--- src/ctlr_pkg.sv ---
// ----------------------------------------------------------------------------
// ctlr_pkg
// Shared constants, codes and controller/datapath handshake types for the
// circle text line layout block.
// ----------------------------------------------------------------------------
`default_nettype none

package ctlr_pkg;

	// Default geometry: unsigned Q12.4 coordinates
	localparam int COORD_BITS_DEF = 16;
	localparam int FRAC_BITS_DEF  = 4;

	// Fixed field widths
	localparam int CFG_IDX_W = 2;
	localparam int DIR_W     = 3;
	localparam int STATUS_W  = 2;

	// Configuration register indexes
	localparam logic [CFG_IDX_W-1:0] REG_AREA_WIDTH  = 2'd0;
	localparam logic [CFG_IDX_W-1:0] REG_AREA_HEIGHT = 2'd1;

	// Item kinds
	localparam logic KIND_LINE    = 1'b0;
	localparam logic KIND_RESTART = 1'b1;

	// Line status codes
	localparam logic [STATUS_W-1:0] ST_PLACED  = 2'd0;
	localparam logic [STATUS_W-1:0] ST_EMPTY   = 2'd1;
	localparam logic [STATUS_W-1:0] ST_CROPPED = 2'd2;

	// Reading direction bits
	localparam int DIR_VERT  = 0;
	localparam int DIR_REV_P = 1;
	localparam int DIR_REV_S = 2;

	// Controller to datapath commands
	typedef struct packed {
		logic load_in;
		logic prep;
		logic mul_a;
		logic mul_b;
		logic sqrt_init;
		logic sqrt_step;
		logic finish;
	} cmd_t;

	// Datapath to controller status
	typedef struct packed {
		logic quick;
		logic sqrt_last;
	} sts_t;

endpackage

`default_nettype wire

--- src/ctlr_ctrl.sv ---
// ----------------------------------------------------------------------------
// ctlr_ctrl
// Sequencer for one item: capture, classify, square terms, root steps (skipped
// for quick items), then hand the result to the output register.
// ----------------------------------------------------------------------------
`default_nettype none

module ctlr_ctrl (
	input  logic              clk,
	input  logic              arst_n,
	input  logic              in_valid,
	output logic              in_ready,
	output logic              out_valid,
	input  logic              out_ready,
	output ctlr_pkg::cmd_t    cmd,
	input  ctlr_pkg::sts_t    sts
);

	localparam logic [2:0] S_IDLE   = 3'd0;
	localparam logic [2:0] S_PREP   = 3'd1;
	localparam logic [2:0] S_MULA   = 3'd2;
	localparam logic [2:0] S_MULB   = 3'd3;
	localparam logic [2:0] S_SQINIT = 3'd4;
	localparam logic [2:0] S_SQRT   = 3'd5;
	localparam logic [2:0] S_FIN    = 3'd6;

	logic [2:0] state_q;
	logic [2:0] state_d;
	logic       out_valid_q;
	logic       slot_free;

	assign slot_free = !out_valid_q || out_ready;
	assign in_ready  = (state_q == S_IDLE);
	assign out_valid = out_valid_q;

	always_comb begin
		cmd           = '0;
		cmd.load_in   = (state_q == S_IDLE) && in_valid;
		cmd.prep      = (state_q == S_PREP);
		cmd.mul_a     = (state_q == S_MULA);
		cmd.mul_b     = (state_q == S_MULB);
		cmd.sqrt_init = (state_q == S_SQINIT);
		cmd.sqrt_step = (state_q == S_SQRT);
		cmd.finish    = (state_q == S_FIN) && slot_free;
	end

	always_comb begin
		state_d = state_q;
		case (state_q)
			S_IDLE: begin
				if (in_valid) state_d = S_PREP;
			end
			S_PREP: begin
				state_d = sts.quick ? S_FIN : S_MULA;
			end
			S_MULA:   state_d = S_MULB;
			S_MULB:   state_d = S_SQINIT;
			S_SQINIT: state_d = S_SQRT;
			S_SQRT: begin
				if (sts.sqrt_last) state_d = S_FIN;
			end
			S_FIN: begin
				if (slot_free) state_d = S_IDLE;
			end
			default:  state_d = S_IDLE;
		endcase
	end

	always_ff @(posedge clk or negedge arst_n) begin
		if (!arst_n) begin
			state_q     <= S_IDLE;
			out_valid_q <= 1'b0;
		end else begin
			state_q <= state_d;
			if (cmd.finish) begin
				out_valid_q <= 1'b1;
			end else if (out_ready) begin
				out_valid_q <= 1'b0;
			end
		end
	end

endmodule

`default_nettype wire

--- src/ctlr_dp.sv ---
// ----------------------------------------------------------------------------
// ctlr_dp
// Datapath: area registers, line offset, chord geometry, shared squarer,
// bit-per-step square root and the result register.
// ----------------------------------------------------------------------------
`default_nettype none

module ctlr_dp #(
	parameter int COORD_BITS = ctlr_pkg::COORD_BITS_DEF,
	parameter int FRAC_BITS  = ctlr_pkg::FRAC_BITS_DEF
) (
	input  logic                                 clk,
	input  logic                                 arst_n,
	input  logic                                 cfg_valid,
	output logic                                 cfg_ready,
	input  logic [ctlr_pkg::CFG_IDX_W-1:0]       cfg_index,
	input  logic [COORD_BITS-1:0]                cfg_data,
	input  logic                                 kind,
	input  logic [COORD_BITS-1:0]                line_height,
	input  logic [ctlr_pkg::DIR_W-1:0]           reading_direction,
	input  ctlr_pkg::cmd_t                       cmd,
	output ctlr_pkg::sts_t                       sts,
	output logic signed [COORD_BITS+1:0]         rect_left,
	output logic signed [COORD_BITS+1:0]         rect_top,
	output logic signed [COORD_BITS+1:0]         rect_right,
	output logic signed [COORD_BITS+1:0]         rect_bottom,
	output logic [ctlr_pkg::STATUS_W-1:0]        line_status
);

	localparam int C    = COORD_BITS;
	localparam int SQ_W = 2 * COORD_BITS;
	localparam int E    = COORD_BITS + 4;
	localparam logic signed [E-1:0] NEG_ONE = -$signed(E'(2) << FRAC_BITS);
	localparam logic [SQ_W-1:0]     BIT_TOP = {2'b01, {(SQ_W-2){1'b0}}};
	localparam logic [C:0]          OFFSET_MAX = '1;

	// Control state
	logic [C-1:0] area_w_q;
	logic [C-1:0] area_h_q;
	logic [C:0]   offset_q;

	// Captured item and classification
	logic                          kind_q;
	logic [C-1:0]                  h_q;
	logic [ctlr_pkg::DIR_W-1:0]    dir_q;
	logic [C-1:0]                  usz_q;
	logic [C-1:0]                  vsz_q;
	logic [C-1:0]                  mh_q;
	logic [C-1:0]                  absadj_q;
	logic                          outside_q;
	logic                          quick_q;
	logic                          restart_q;
	logic [ctlr_pkg::STATUS_W-1:0] code_q;

	// Squares and root
	logic [SQ_W-1:0] sqa_q;
	logic [SQ_W-1:0] sqb_q;
	logic [SQ_W-1:0] rem_q;
	logic [SQ_W-1:0] root_q;
	logic [SQ_W-1:0] bit_q;

	// Result register
	logic signed [C+1:0]           rl_q, rt_q, rr_q, rb_q;
	logic [ctlr_pkg::STATUS_W-1:0] rs_q;

	// Classification
	logic                          vert_w;
	logic [C-1:0]                  usz_w, vsz_w, mh_w;
	logic                          restart_w, empty_w, full_w, quick_w;
	logic [ctlr_pkg::STATUS_W-1:0] code_w;
	logic [C+2:0]                  mid_w;
	logic [C+3:0]                  adj_w, negadj_w;
	logic [C+2:0]                  absadj_w;
	logic                          outside_w;

	// Squarer and root step
	logic [C-1:0]    mul_op;
	logic [SQ_W-1:0] prod_w;
	logic [SQ_W-1:0] trial_w;
	logic            take_w;

	// Geometry
	logic [C+1:0]        sum_oh;
	logic [C:0]          offset_next;
	logic signed [E-1:0] ud, us, vs, t0, b0, l0, r0, l1, r1, t1, b1;
	logic signed [E-1:0] lf, tf, rf, bf, hl, ht, hr, hb;

	assign cfg_ready = 1'b1;

	// Classify the captured item
	always_comb begin
		vert_w    = dir_q[ctlr_pkg::DIR_VERT];
		usz_w     = vert_w ? area_h_q : area_w_q;
		vsz_w     = vert_w ? area_w_q : area_h_q;
		mh_w      = (usz_w < vsz_w) ? usz_w : vsz_w;
		restart_w = (kind_q == ctlr_pkg::KIND_RESTART);
		empty_w   = (area_w_q == '0) || (area_h_q == '0);
		full_w    = (offset_q >= {1'b0, vsz_w});
		quick_w   = restart_w || empty_w || full_w;
		if (restart_w) begin
			code_w = ctlr_pkg::ST_PLACED;
		end else if (empty_w) begin
			code_w = ctlr_pkg::ST_EMPTY;
		end else if (full_w) begin
			code_w = ctlr_pkg::ST_CROPPED;
		end else begin
			code_w = ctlr_pkg::ST_PLACED;
		end
		// line middle minus area middle, in half-LSB units
		mid_w     = {1'b0, offset_q, 1'b0} + {3'b000, h_q};
		adj_w     = {1'b0, mid_w} - {4'b0000, vsz_w};
		negadj_w  = -adj_w;
		absadj_w  = adj_w[C+3] ? negadj_w[C+2:0] : adj_w[C+2:0];
		outside_w = (absadj_w >= {3'b000, mh_w});
	end

	assign sts.quick     = quick_w;
	assign sts.sqrt_last = bit_q[0];

	// One squarer, shared by both terms
	assign mul_op  = cmd.mul_b ? absadj_q : mh_q;
	assign prod_w  = mul_op * mul_op;
	assign trial_w = root_q + bit_q;
	assign take_w  = (rem_q >= trial_w);

	// Chord rectangle, mirrored and transposed
	always_comb begin
		ud = outside_q ? NEG_ONE : $signed({4'b0000, root_q[C-1:0]});
		us = $signed({4'b0000, usz_q});
		vs = $signed({4'b0000, vsz_q});
		sum_oh = {1'b0, offset_q} + {2'b00, h_q};
		t0 = $signed({2'b00, offset_q, 1'b0});
		b0 = $signed({1'b0, sum_oh, 1'b0});
		l0 = us - ud;
		r0 = us + ud;
		if (dir_q[ctlr_pkg::DIR_REV_P]) begin
			l1 = (us <<< 1) - r0;
			r1 = (us <<< 1) - l0;
		end else begin
			l1 = l0;
			r1 = r0;
		end
		if (dir_q[ctlr_pkg::DIR_REV_S]) begin
			t1 = (vs <<< 1) - b0;
			b1 = (vs <<< 1) - t0;
		end else begin
			t1 = t0;
			b1 = b0;
		end
		if (dir_q[ctlr_pkg::DIR_VERT]) begin
			lf = t1;
			tf = l1;
			rf = b1;
			bf = r1;
		end else begin
			lf = l1;
			tf = t1;
			rf = r1;
			bf = b1;
		end
		// halve with rounding toward minus infinity
		hl = lf >>> 1;
		ht = tf >>> 1;
		hr = rf >>> 1;
		hb = bf >>> 1;
		if (restart_q) begin
			offset_next = '0;
		end else if (quick_q) begin
			offset_next = offset_q;
		end else if (sum_oh[C+1]) begin
			offset_next = OFFSET_MAX;
		end else begin
			offset_next = sum_oh[C:0];
		end
	end

	always_ff @(posedge clk or negedge arst_n) begin
		if (!arst_n) begin
			area_w_q <= '0;
			area_h_q <= '0;
			offset_q <= '0;
		end else begin
			if (cfg_valid && cfg_index == ctlr_pkg::REG_AREA_WIDTH) begin
				area_w_q <= cfg_data;
			end
			if (cfg_valid && cfg_index == ctlr_pkg::REG_AREA_HEIGHT) begin
				area_h_q <= cfg_data;
			end
			if (cmd.finish) begin
				offset_q <= offset_next;
			end
		end
	end

	always_ff @(posedge clk) begin
		if (cmd.load_in) begin
			kind_q <= kind;
			h_q    <= line_height;
			dir_q  <= reading_direction;
		end
		if (cmd.prep) begin
			usz_q     <= usz_w;
			vsz_q     <= vsz_w;
			mh_q      <= mh_w;
			absadj_q  <= absadj_w[C-1:0];
			outside_q <= outside_w;
			quick_q   <= quick_w;
			restart_q <= restart_w;
			code_q    <= code_w;
		end
		if (cmd.mul_a) begin
			sqa_q <= prod_w;
		end
		if (cmd.mul_b) begin
			sqb_q <= prod_w;
		end
		if (cmd.sqrt_init) begin
			rem_q  <= sqa_q - sqb_q;
			root_q <= '0;
			bit_q  <= BIT_TOP;
		end
		if (cmd.sqrt_step) begin
			if (take_w) begin
				rem_q  <= rem_q - trial_w;
				root_q <= (root_q >> 1) + bit_q;
			end else begin
				root_q <= root_q >> 1;
			end
			bit_q <= bit_q >> 2;
		end
		if (cmd.finish) begin
			if (quick_q) begin
				rl_q <= '0;
				rt_q <= '0;
				rr_q <= '0;
				rb_q <= '0;
				rs_q <= code_q;
			end else begin
				rl_q <= hl[C+1:0];
				rt_q <= ht[C+1:0];
				rr_q <= hr[C+1:0];
				rb_q <= hb[C+1:0];
				rs_q <= ctlr_pkg::ST_PLACED;
			end
		end
	end

	assign rect_left   = rl_q;
	assign rect_top    = rt_q;
	assign rect_right  = rr_q;
	assign rect_bottom = rb_q;
	assign line_status = rs_q;

endmodule

`default_nettype wire

--- src/circle_text_line_rect.sv ---
// A line request passes through classify, the squaring of each term, root init,
// one square root step per cycle over COORD_BITS steps and the finish step; restart,
// empty and full items go from classify straight to finish. Finish waits while the
// output register still holds an untaken result. One item at a time; the next
// transfer is taken once the previous result sits in the output register.
// Reset (arst_n low, asynchronous): area registers and line offset clear, no
// result is valid, the block is ready for a transfer.
`default_nettype none

// ----------------------------------------------------------------------------
// circle_text_line_rect
// Places text lines inside the circle inscribed in the layout area and returns
// each line's rectangle in signed fixed point.
// ----------------------------------------------------------------------------
module circle_text_line_rect #(
	parameter int COORD_BITS = ctlr_pkg::COORD_BITS_DEF,
	parameter int FRAC_BITS  = ctlr_pkg::FRAC_BITS_DEF
) (
	input  logic                             clk,
	input  logic                             arst_n,
	// configuration write channel
	input  logic                             cfg_valid,
	output logic                             cfg_ready,
	input  logic [ctlr_pkg::CFG_IDX_W-1:0]   cfg_index,
	input  logic [COORD_BITS-1:0]            cfg_data,
	// line request channel
	input  logic                             in_valid,
	output logic                             in_ready,
	input  logic                             kind,
	input  logic [COORD_BITS-1:0]            line_height,
	input  logic [ctlr_pkg::DIR_W-1:0]       reading_direction,
	// result channel
	output logic                             out_valid,
	input  logic                             out_ready,
	output logic signed [COORD_BITS+1:0]     rect_left,
	output logic signed [COORD_BITS+1:0]     rect_top,
	output logic signed [COORD_BITS+1:0]     rect_right,
	output logic signed [COORD_BITS+1:0]     rect_bottom,
	output logic [ctlr_pkg::STATUS_W-1:0]    line_status
);

	// Commands from the sequencer, status back from the datapath
	ctlr_pkg::cmd_t cmd;
	ctlr_pkg::sts_t sts;

	// Sequencer: holds the item through classify, square, root and finish, with
	// no square or root for quick items; finish waits for a free output register.
	ctlr_ctrl u_ctrl (
		.clk       (clk),
		.arst_n    (arst_n),
		.in_valid  (in_valid),
		.in_ready  (in_ready),
		.out_valid (out_valid),
		.out_ready (out_ready),
		.cmd       (cmd),
		.sts       (sts)
	);

	// Datapath: all geometry runs in half-LSB units, so the line middle is
	// 2*offset + height and the chord half width is floor(sqrt(r^2 - dy^2)).
	ctlr_dp #(
		.COORD_BITS (COORD_BITS),
		.FRAC_BITS  (FRAC_BITS)
	) u_dp (
		.clk               (clk),
		.arst_n            (arst_n),
		.cfg_valid         (cfg_valid),
		.cfg_ready         (cfg_ready),
		.cfg_index         (cfg_index),
		.cfg_data          (cfg_data),
		.kind              (kind),
		.line_height       (line_height),
		.reading_direction (reading_direction),
		.cmd               (cmd),
		.sts               (sts),
		.rect_left         (rect_left),
		.rect_top          (rect_top),
		.rect_right        (rect_right),
		.rect_bottom       (rect_bottom),
		.line_status       (line_status)
	);

endmodule

`default_nettype wire

--- config.mk ---
export PLATFORM = sky130hd
export DESIGN_NAME = circle_text_line_rect
export DESIGN_NICKNAME = d
export VERILOG_FILES = /design/src/ctlr_pkg.sv /design/src/ctlr_ctrl.sv /design/src/ctlr_dp.sv /design/src/circle_text_line_rect.sv
export SDC_FILE = /design/constraint.sdc
export NUM_CORES = 1
export LEC_CHECK = 0
export BUFFER_PORTS_ARGS = -buffer_cell sky130_fd_sc_hd__buf_4
export CORE_ASPECT_RATIO = 1.25
export CORE_UTILIZATION = 45
export CTS_CLUSTER_DIAMETER = 50
export DETAILED_ROUTE_END_ITERATION = 6
export HOLD_SLACK_MARGIN = 0.03
export SYNTH_ARGS = -nofsm -noshare
export SYNTH_HDL_FRONTEND = slang
export SYNTH_HIERARCHICAL = 1
export SYNTH_SLANG_ARGS = --single-unit
--- constraint.sdc ---
create_clock -name clk -period 23.1 [get_ports clk]
set_input_delay 3.465 -clock clk [delete_from_list [all_inputs] [get_ports clk]]
set_output_delay 3.465 -clock clk [all_outputs]
set_load 0.03 [all_outputs]
Word-level counts from Yosys, hierarchy flattened:

Index checks and enable logic that the tools add are counted.
W data, S select, Z words.

* flip-flop bits (word level): 360
* output and inout port bits: 77
* input bits: 43

* equal/unequal tests: 11
* multipliers: 1
* $lt $le $gt $ge: 4
* mux-type cells: 34
* add/subtract/negate cells: 14
* reduce and logical (&&, ||, !) cells: 18

Operators by type and width (count)
* $mux W32: 6
* $mux W19: 10
* $mux W16: 4
* $sub A32 B32 Y32: 2
* $mux W29: 2
* $mux W17: 3
* $sub A17 B19 Y19: 2
* $sub A18 B19 Y19: 2
* $add A31 B31 Y32: 1
* $add A32 B31 Y32: 1
* $ge A32 B32 Y1: 1
* $logic_not A16 Y1: 2
* $mul A16 B16 Y32: 1
* $pmux W3 S7: 1
* $sub A19 B16 Y20: 1
* $add A17 B19 Y19: 1
* $add A18 B16 Y19: 1
* $ge A19 B16 Y1: 1
* $neg A19 Y19: 1
* $sub A17 B18 Y19: 1
* $add A17 B16 Y18: 1
* $ge A17 B16 Y1: 1
* $lt A16 B16 Y1: 1
* $mux W3: 4
* other kinds (17): 31

Depth between registers and ports, before layout:

* depth after elaboration: 6
* gate-level depth with buffers: 31
* gate-level depth less buffers: 27

Modules after synthesis:

Netlist, hierarchy kept.

By module, submodules not included
* ctlr_dp: times used 1, area each 35004.8 µm², cells an instance 3744, seq. area each 10054.6 µm²
* ctlr_ctrl: times used 1, area each 245.2 µm², cells an instance 27, seq. area each 100.1 µm²

Worst setup path after synthesis:

OpenSTA, ideal clock, no wires.

* path kind: input -> register
* from: input port out_ready
* to: register u_dp.offset_q[16]
* slack: 12.154 ns
* arrival time: 10.827 ns
* data required time: 22.981 ns
* library setup time: 0.119 ns
* buffers on the path: 0
* stages: 7
* cells stage by stage: nand2b_2 -> nor3b_1 -> o21ai_1 -> nand2b_1 -> nor4_1 -> a21oi_1 -> o21a_1

RTL lines
* start: declaration: RTL line circle_text_line_rect.sv:34 `input logic out_ready,`
* end signal: assignment: RTL line ctlr_dp.sv:190 `offset_q <= offset_next;`
* end: declaration: RTL line ctlr_dp.sv:40 `logic [C:0] offset_q;`

==> metrics.cfg <==
[detailed_routing]
wl_met1_mm=40.9
detail-route-antenna-nets=0
vias=27800
topRoutingLayerUsed=met4
drc=0
drt-vias-per-instance=5.61
routedWlPerCell_um=19.9
wl_met3_mm=3.66
dr.pass1.iters=7
drt_iter0_drc=1771
met2_wirelength_mm=50.1
wirelength_mm=98.6

[synthesis]
syn_nets=4372
synth-seq-cells=358
synth_edf_count=272
ys_seq_area_share_pct=28.8
synth.area.top_cells=edfxtp_1 23%, ha_1 13%, fa_1 11%
netlist_area_um2=35300
ys_types=85
syn-instance-count=3771
yosysTopAreaCell=edfxtp_1
synth_top_area_share_pct=23.2
synth_warnings=6
synth_flop_cell=edfxtp_1
async_reset_ff_share_pct=14.8
avgSynthCellArea_um2=9.35

[sta]
clock_skew_ns=0.0645
worstMarginPinSlew_ns=1.07
drv_slew=0
fmaxAchievable_mhz=111
setup_viol=0
tns_ns=0
final.min_clock_period_ns=8.99
post-route-period-util_pct=38.9
maxSlewHeadroom_pct=27.8
hold_viol=0
rsz0062_at_grt=false

[die]
dieWidth_um=252
start_util_pct=45.5
die_h_um=315
coreArea_um2=77500
dieArea_um2=79500
pin_count=120
num_rows=114

[critical_path]
crit_fanout=51
r2r-start=u_ctrl/state_q[2]
max_stage_delay_ns=0.78
cp.depth=25
r2r-end=u_dp/sqb_q[30]
reg2reg_slack_ns=14.11
path_class=reg -> reg
critPathSlowestCell=mux2i_1
required_ns=23.43
crit_start=u_ctrl/state_q[2]
start_kind=flop
r2r_cells=25
crit_end=u_dp/sqb_q[30]
worst-path-buf-inv=7
crit_path_end_kind=flop
critPathArrivalTime_ns=9.33
path_delay_family=adder cells
path_common_cell=fa_1

[clocking]
cts_tree=yes
clkLatencyLatePin_ns=0.64
cts_root_buf=clkbuf_16
cts_setup_buffers=0
clk_pin_slew_ns=0.06
clock_sinks=358
cts_buffer_depth=3
cts_resized=0
ctsHoldBuffers=0
htree_levels=2
numCtsBuffers=52

[place]
portBuffers=118
place_hpwl_mm=78.8
post_dp_cell_area_um2=37300
gp_routability_congestion=0.923

[min_path]
hold_class=reg -> reg

[grt]
grt_pass1_wl_mm=153
overflow=0
grt_pass1_vias=27400
antenna_found_initial=1
grt_usage_pct=24.8
grt_max_degree=77

[cells_and_area]
stdcell_area_um2=39000
nNetsFinal=4462
antenna_cells=0
drive_gt1_share_pct=10.2
areaGrowthSynthToFinish_pct=10.7

[status]
status=finished, final reports clean

[job]
drv_cap=0

-- cell type report --
cell class	instances	area [um2]
fill	7291	38400
clock buffer	61	1350
clock inverter	37	420
inverter	458	1720
timing repair buffer	145	1090
sequential	358	10200
multi-input combinational	2846	23000
tap	1044	1310
-- sequential cells by signal (all words and copies together) (netlist names), 16 cells and up --
register	flops
u_dp/rem_q	32
u_dp/sqb_q	31
u_dp/rect_top	18
u_dp/mh_q	16
u_dp/rect_bottom	18
u_dp/absadj_q	16
u_dp/sqa_q	31
u_dp/usz_q	16
u_dp/h_q	16
u_dp/rect_right	18
u_dp/root_q	32
u_dp/offset_q	17
u_dp/vsz_q	16
u_dp/area_w_q	16
u_dp/rect_left	18
u_dp/area_h_q	16
u_dp/bit_q	16
-- worst min-delay path by stage --
stage / from / end / slack, ns / depth (start not counted)
after floorplan: u_dp/kind_q / u_dp/restart_q / 0.45 / 0
after detailed placement: u_dp/kind_q / u_dp/restart_q / 0.49 / 0
after global placement: u_dp/rem_q[0] / u_dp/rem_q[0] / 0.48 / 2
after global routing: u_dp/kind_q / u_dp/restart_q / 0.53 / 0
after CTS: u_dp/kind_q / u_dp/restart_q / 0.50 / 0
final: u_dp/rem_q[0] / u_dp/rem_q[0] / 0.50 / 2
-- layout by cell type (no fill, tap or decap), types with 10 or more instances in the layout --
master	count
nand4_1	21
fa_1	185
mux2i_1	63
o31ai_1	24
o21ai_0	159
dfxtp_1	33
a31oi_1	46
and3_1	32
nand2b_1	38
nand3_1	58
and2_1	39
o211ai_1	23
dfrtp_1	53
a21o_1	92
a211o_1	10
o21bai_1	34
inv_1	449
a21oi_1	234
inv_6	10
mux2_2	102
nor2_1	307
clkinv_1	10
nor4_1	19
ha_1	373
xor2_1	96
o22ai_1	11
nor2b_1	42
nand2_1	239
a211oi_1	98
o21a_1	47
buf_4	145
xnor2_1	162
or2_2	34
clkbuf_16	52
edfxtp_1	272
a21boi_0	16
or3_1	18
nor3_1	62
-- synth_stat cells, types with 39 or more instances --
library cell / n
dfrtp_1: 53
nor3_1: 63
o21a_1: 47
mux2i_1: 63
ha_1: 373
nand2_1: 240
a21oi_1: 234
fa_1: 185
a31oi_1: 46
and2_1: 39
nor2b_1: 42
inv_1: 449
nor2_1: 310
nand3_1: 58
a21o_1: 92
clkbuf_1: 95
a211oi_1: 98
o21ai_0: 159
edfxtp_1: 272
mux2_2: 102
xor2_1: 96
xnor2_1: 162
-- metal layers --
| metal | vias to the layer above | global-route usage, % |
|---|---|---|
| met5 | - | 0 |
| met4 | 0 | 9.97 |
| met3 | 171 | 2.58 |
| met2 | 580 | 44.9 |
| met1 | 13500 | 29.9 |
| li1 | 13500 | - |
-- worst reg2reg max path, cell delays in order, from the launching register on --
cell      delay (ns)
dfrtp_1         0.47
nand2b_1        0.28
nor2_4          0.11
buf_4           0.58
mux2i_1         0.80
clkinv_1        0.56
nand2_1         0.27
inv_1           0.08
fa_1            0.51
inv_1           0.06
fa_1            0.53
inv_1           0.05
fa_1            0.42
fa_1            0.50
fa_1            0.54
inv_1           0.05
fa_1            0.47
inv_1           0.04
ha_1            0.33
a211o_1         0.30
o311a_1         0.38
o21a_1          0.24
o311a_1         0.37
o31ai_1         0.33
nor3b_1         0.09
a311o_1         0.35
-- kinds of logic after synthesis --
family,Yosys count,synth area share (%)
compound gates,913,17.1
mux,165,5.05
buf+inv,567,6.09
fa+ha+maj,558,23.7
xor+xnor,258,6.41
simple gates,951,12.8
flops,358,28.8
other cells,1,0.0106
-- per-stage QoR --
step	std cells	setup WS [ns]	hold slack (ns)	util, %
after detailed placement	4851	14.10	0.489	48.1
after global routing	4949	13.75	0.532	50.4
after floorplan	3771	12.15	0.452	-
after global placement	4851	14.43	0.479	48.1
final	4949	14.11	0.499	50.4
after CTS	4949	14.07	0.503	50.4
Power is left out: the tool's default activity adds up to more than one toggle a clock period on the data nets, which glitch-free logic cannot reach.
